[src/hw/rtl/scc_pkg.sv]
// ----------------------------------------------------------------------------
// scc_pkg: shared types and constants for the segment cover counter
// Request codes, the control word that travels with an item down the cell
// chain, and the default sizes of the segment store and the coordinates.
// ----------------------------------------------------------------------------
package scc_pkg;

  localparam int unsigned MAX_SEGMENTS = 256;
  localparam int unsigned COORD_BITS   = 32;
  localparam int unsigned IN_COORD_W   = 32;
  localparam int unsigned CNT_W        = 9;

  localparam logic [CNT_W-1:0] CNT_MAX = {CNT_W{1'b1}};

  typedef enum logic [1:0] {
    REQ_LOAD  = 2'd0,
    REQ_QUERY = 2'd1,
    REQ_CLEAR = 2'd2
  } req_e;

  typedef struct packed {
    logic vld;
    req_e kind;
  } tok_ctrl_t;

endpackage

[src/hw/rtl/scc_cell.sv]
// ----------------------------------------------------------------------------
// scc_cell: one slot of the segment store
// Holds one segment and passes the item stream to its right neighbor every
// cycle: a load fills the first empty slot, a clear empties each slot it
// passes, and a query adds this slot's hit to the running count.
// ----------------------------------------------------------------------------
module scc_cell import scc_pkg::*; #(
  parameter int unsigned CoordBits = COORD_BITS
) (
  input  logic                        clk_i,
  input  logic                        rst_ni,
  input  tok_ctrl_t                   ctrl_i,
  input  logic signed [CoordBits-1:0] a_i,
  input  logic signed [CoordBits-1:0] b_i,
  input  logic        [CNT_W-1:0]     cnt_i,
  output tok_ctrl_t                   ctrl_o,
  output logic signed [CoordBits-1:0] a_o,
  output logic signed [CoordBits-1:0] b_o,
  output logic        [CNT_W-1:0]     cnt_o
);

  logic                        occ_q, occ_d;
  logic signed [CoordBits-1:0] low_q, high_q;
  tok_ctrl_t                   ctrl_q, ctrl_d;
  logic signed [CoordBits-1:0] a_q, b_q;
  logic        [CNT_W-1:0]     cnt_q, cnt_d;
  logic                        cap;
  logic                        hit;
  logic        [CNT_W:0]       cnt_sum;

  always_comb begin
    hit     = occ_q && (low_q <= a_i) && (a_i <= high_q);
    cnt_sum = {1'b0, cnt_i} + (CNT_W + 1)'(hit);
    // saturate the running count
    cnt_d   = cnt_sum[CNT_W] ? CNT_MAX : cnt_sum[CNT_W-1:0];
    ctrl_d  = ctrl_i;
    occ_d   = occ_q;
    cap     = 1'b0;
    if (ctrl_i.vld) begin
      unique case (ctrl_i.kind)
        REQ_LOAD: begin
          if (!occ_q) begin
            // take the segment and drop the item from the stream
            occ_d      = 1'b1;
            cap        = 1'b1;
            ctrl_d.vld = 1'b0;
          end
        end
        REQ_CLEAR: begin
          occ_d = 1'b0;
        end
        REQ_QUERY: begin
        end
        default: begin
        end
      endcase
    end
  end

  always_ff @(posedge clk_i or negedge rst_ni) begin
    if (!rst_ni) begin
      occ_q      <= 1'b0;
      ctrl_q.vld <= 1'b0;
      ctrl_q.kind <= REQ_LOAD;
    end else begin
      occ_q  <= occ_d;
      ctrl_q <= ctrl_d;
    end
  end

  always_ff @(posedge clk_i) begin
    a_q   <= a_i;
    b_q   <= b_i;
    cnt_q <= cnt_d;
    if (cap) begin
      low_q  <= a_i;
      high_q <= b_i;
    end
  end

  assign ctrl_o = ctrl_q;
  assign a_o    = a_q;
  assign b_o    = b_q;
  assign cnt_o  = cnt_q;

endmodule

[config.mk]
export PLATFORM = sky130hd
export DESIGN_NAME = scc_cell
export DESIGN_NICKNAME = d
export VERILOG_FILES = /design/src/hw/rtl/scc_pkg.sv /design/src/hw/rtl/scc_cell.sv
export SDC_FILE = /design/constraint.sdc
export NUM_CORES = 1
export LEC_CHECK = 0
export BUFFER_PORTS_ARGS = -buffer_cell sky130_fd_sc_hd__buf_2
export CAP_MARGIN = 20
export CORE_AREA = 2 2 150 152
export CTS_BUF_LIST = sky130_fd_sc_hd__clkbuf_8 sky130_fd_sc_hd__clkbuf_16
export DETAILED_ROUTE_END_ITERATION = 10
export DIE_AREA = 0 0 152 154
export PLACE_DENSITY = 0.49
export SYNTH_ARGS = -nofsm -noshare
export SYNTH_HDL_FRONTEND = slang
export SYNTH_SLANG_ARGS = --single-unit
[constraint.sdc]
create_clock -name clk_i -period 4.9 [get_ports clk_i]
set_input_delay 0.49 -clock clk_i [delete_from_list [all_inputs] [get_ports clk_i]]
set_output_delay 0.49 -clock clk_i [all_outputs]
set_load 0.1 [all_outputs]
==> results_dict.tcl <==
set metrics [dict create \
    p_clk_share_pct 44.1 \
    required_ps 5250 \
    worstHoldStart "b_i[24]" \
    yosysWarningCount 0 \
    skew_ps 10.7 \
    p_sw_share_pct 27.7 \
    mostFrequentLayoutCells "buf_2, dfxtp_1, inv_1" \
    area_growth_pct 33.3 \
    fp.dieArea_um2 23400 \
    num_vias 3549 \
    critPathKind "reg -> reg" \
    rsz0062_at_grt "false" \
    syn_area_per_cell_um2 13.1 \
    grt_first_pass_wirelength_mm 19.3 \
    startpoint "low_q[14]" \
    cts_tree "done" \
    cts_resized 0 \
    setup_tns_ps 0 \
    drt-pass1-iter-count 4 \
    cts.path.max_buffers 2 \
    final-max-slew-violation-count 0 \
    cts_root_buf "clkbuf_16" \
    grt_max_degree 65 \
    drc 0 \
    routedWlPerCell_um 13.5 \
    fin_crit_ps 3400 \
    crit_path_end_kind "register" \
    whs_ps 184 \
    period_share_pct 69.3 \
    drtIter0Drc 143 \
    gp_congestion 0.743 \
    wl_mm 11.8 \
    syn_nets 554 \
    cts_num_sinks 141 \
    syn_inst 410 \
    setup_violations 0 \
    worst_setup_path_start_kind "register" \
    synth-seq-area-share_pct 65.0 \
    worst_ir_drop_vdd_v 0.000193 \
    power_frac_comb_pct 14.5 \
    finalPower_w 0.00313 \
    grt_pass1_vias 3830 \
    synthesis.area_um2 5360 \
    status "finished clean" \
    io_pins 154 \
    fillCellCount 2179 \
    port_buffers 153 \
    dp_hpwl_mm 8.92 \
    antenna_found_initial 1 \
    hold_viol_final 0 \
    die_h_um 154 \
    arrival_ps 3750 \
    p_per_area_nw_per_um2 439 \
    die_x_um 152 \
    synthTopCellsByArea "edfxtp_1, dfxtp_1, ha_1" \
    cts_setup_buffers 0 \
    tightest_slew_ps 852 \
    clkSlewWorstSetupHoldPaths_ps 60 \
    initial_core_util_pct 24.7 \
    drive_above_1_share_pct 32.0 \
    yosysTopAreaCell "edfxtp_1" \
    row_count 54 \
    p_sw_w 0.000870 \
    final_nets 728 \
    vias_per_cell 4.04 \
    max_freq_mhz 294 \
    multi_input_area_um2 1630 \
    pwr-share-seq_pct 41.4 \
    layout_commonest_cell "buf_2" \
    internal_power_w 0.00226 \
    overflow 0 \
    maxCapViolations 0 \
    htreeDepth 4 \
    yosysTopAreaCellShare_pct 35.9 \
    core_um2 21700 \
    slew_headroom_pct 43.2 \
    worst_skew_pair.late_latency_ps 420 \
    ant_nets 0 \
    hold_class "in -> reg" \
    seq_area_um2 3480 \
    regToRegStartpoint "low_q[14]" \
    numCtsBuffers 17 \
    worstPathMaxFanout 6 \
    stdcell_count 878 \
    yosysUniqueCellTypes 32 \
    place_inst 844 \
    ys_ff_latch 141 \
    grt_usage_pct 10.7 \
    power.leakage_nw 3.34 \
]
-- cell usage after synthesis (all sizes together) --
cell,instances
inv,69
a2111o,1
a21oi,27
nand2,24
mux2i,2
dfrtp,4
nand2b,4
o31a,1
mux2,1
a221oi,3
edfxtp,64
a211oi,2
o211ai,4
a22oi,1
nor2,6
nor4,5
o21ai,10
a21o,8
nor3,4
nand3,7
dfxtp,73
xnor2,1
nand4,16
nor2b,2
ha,66
a31oi,1
xor2,4
-- power groups by stage --
stage,combinational [W],clock (W),sequential [W]
final,0.000454,0.00138,0.00130
after global routing,0.000485,0.00149,0.00130
after CTS,0.000459,0.00143,0.00130
after detailed placement,0.000457,0,0.00132
after global placement,0.000451,0,0.00132
after floorplan,0.0000875,0,0.00157
-- metrics by stage --
step | cell area, um2 | setup WS (ps) | utilization, %
2_1_floorplan | 5360 | 1300 | -
5_1_grt | 7140 | 1110 | 32.9
6_report | 7140 | 1500 | 32.9
3_5_place_dp | 6490 | 1150 | 29.9
3_3_place_gp | 6490 | 1270 | 29.9
4_1_cts | 7140 | 1390 | 32.9
-- registers in the layout, indices dropped and copies added (netlist names) --
name	flops
occ_q	1
ctrl_o	3
a_o	32
high_q	32
low_q	32
cnt_o	9
b_o	32
-- final cells by class --
cell class / instances / share of cell area [%]
Clock buffer: 20 / 6.54
Sequential cell: 141 / 48.8
Inverter: 69 / 3.63
Timing Repair Buffer: 155 / 11.0
Clock inverter: 12 / 2.37
Multi-Input combinational cell: 200 / 22.8
Tap cell: 280 / 4.91
Antenna cell: 1 / 0.0350
-- path summary, 6_finish.rpt --
check / endpoint / slack, ps / depth (start not counted)
worst min register to register: occ_q / 730 / 2
worst max register to register: cnt_o[0] / 1500 / 13
worst max-delay path: cnt_o[0] / 1500 / 13
max in group asynchronous: ctrl_o[2] / 4380 / 2
min in group asynchronous: ctrl_o[0] / 400 / 2
worst min-delay path: b_o[24] / 180 / 1
-- worst max-delay path: stages, from the launching register on --
cell and delay (ps):
edfxtp_1 390, ha_1 340, nand4_1 180, nor4_2 490, o21ai_1 170, o211ai_1 190
a21oi_2 100, mux2i_1 130, a22oi_1 250, ha_1 240, nand2_1 100, nor3_1 320
nand4_1 270, nand2b_1 150
-- routing by layer --
metal | part of all wire, % | up-vias | wire [um] | track usage [%]
li1 | - | 1795 | - | -
met1 | 46 | 1639 | 5420 | 12.8
met2 | 47 | 104 | 5580 | 17.4
met3 | 5.4 | 11 | 643 | 3.75
met4 | 1.6 | 0 | 185 | 4.45
met5 | 0 | - | 0 | 0
-- kinds of logic after synthesis --
family | after synthesis | share of synthesized area, %
adder cells (fa/ha/maj) | 66 | 15.4
AO/OA/AOI/OAI | 58 | 6.94
XOR/XNOR | 5 | 0.817
multiplexers | 3 | 0.584
buffers and inverters | 69 | 4.83
flip-flops | 141 | 65.0
AND/OR/NAND/NOR | 68 | 6.40
-- what timing repair did --
action / 4_1_cts / 5_1_grt
hold buffers: 1 / 0
endpoints found under the hold margin: 4 / 0
endpoints found under the setup margin: 0 / 0
No activity file was read; power rests on OpenSTA's default activity.
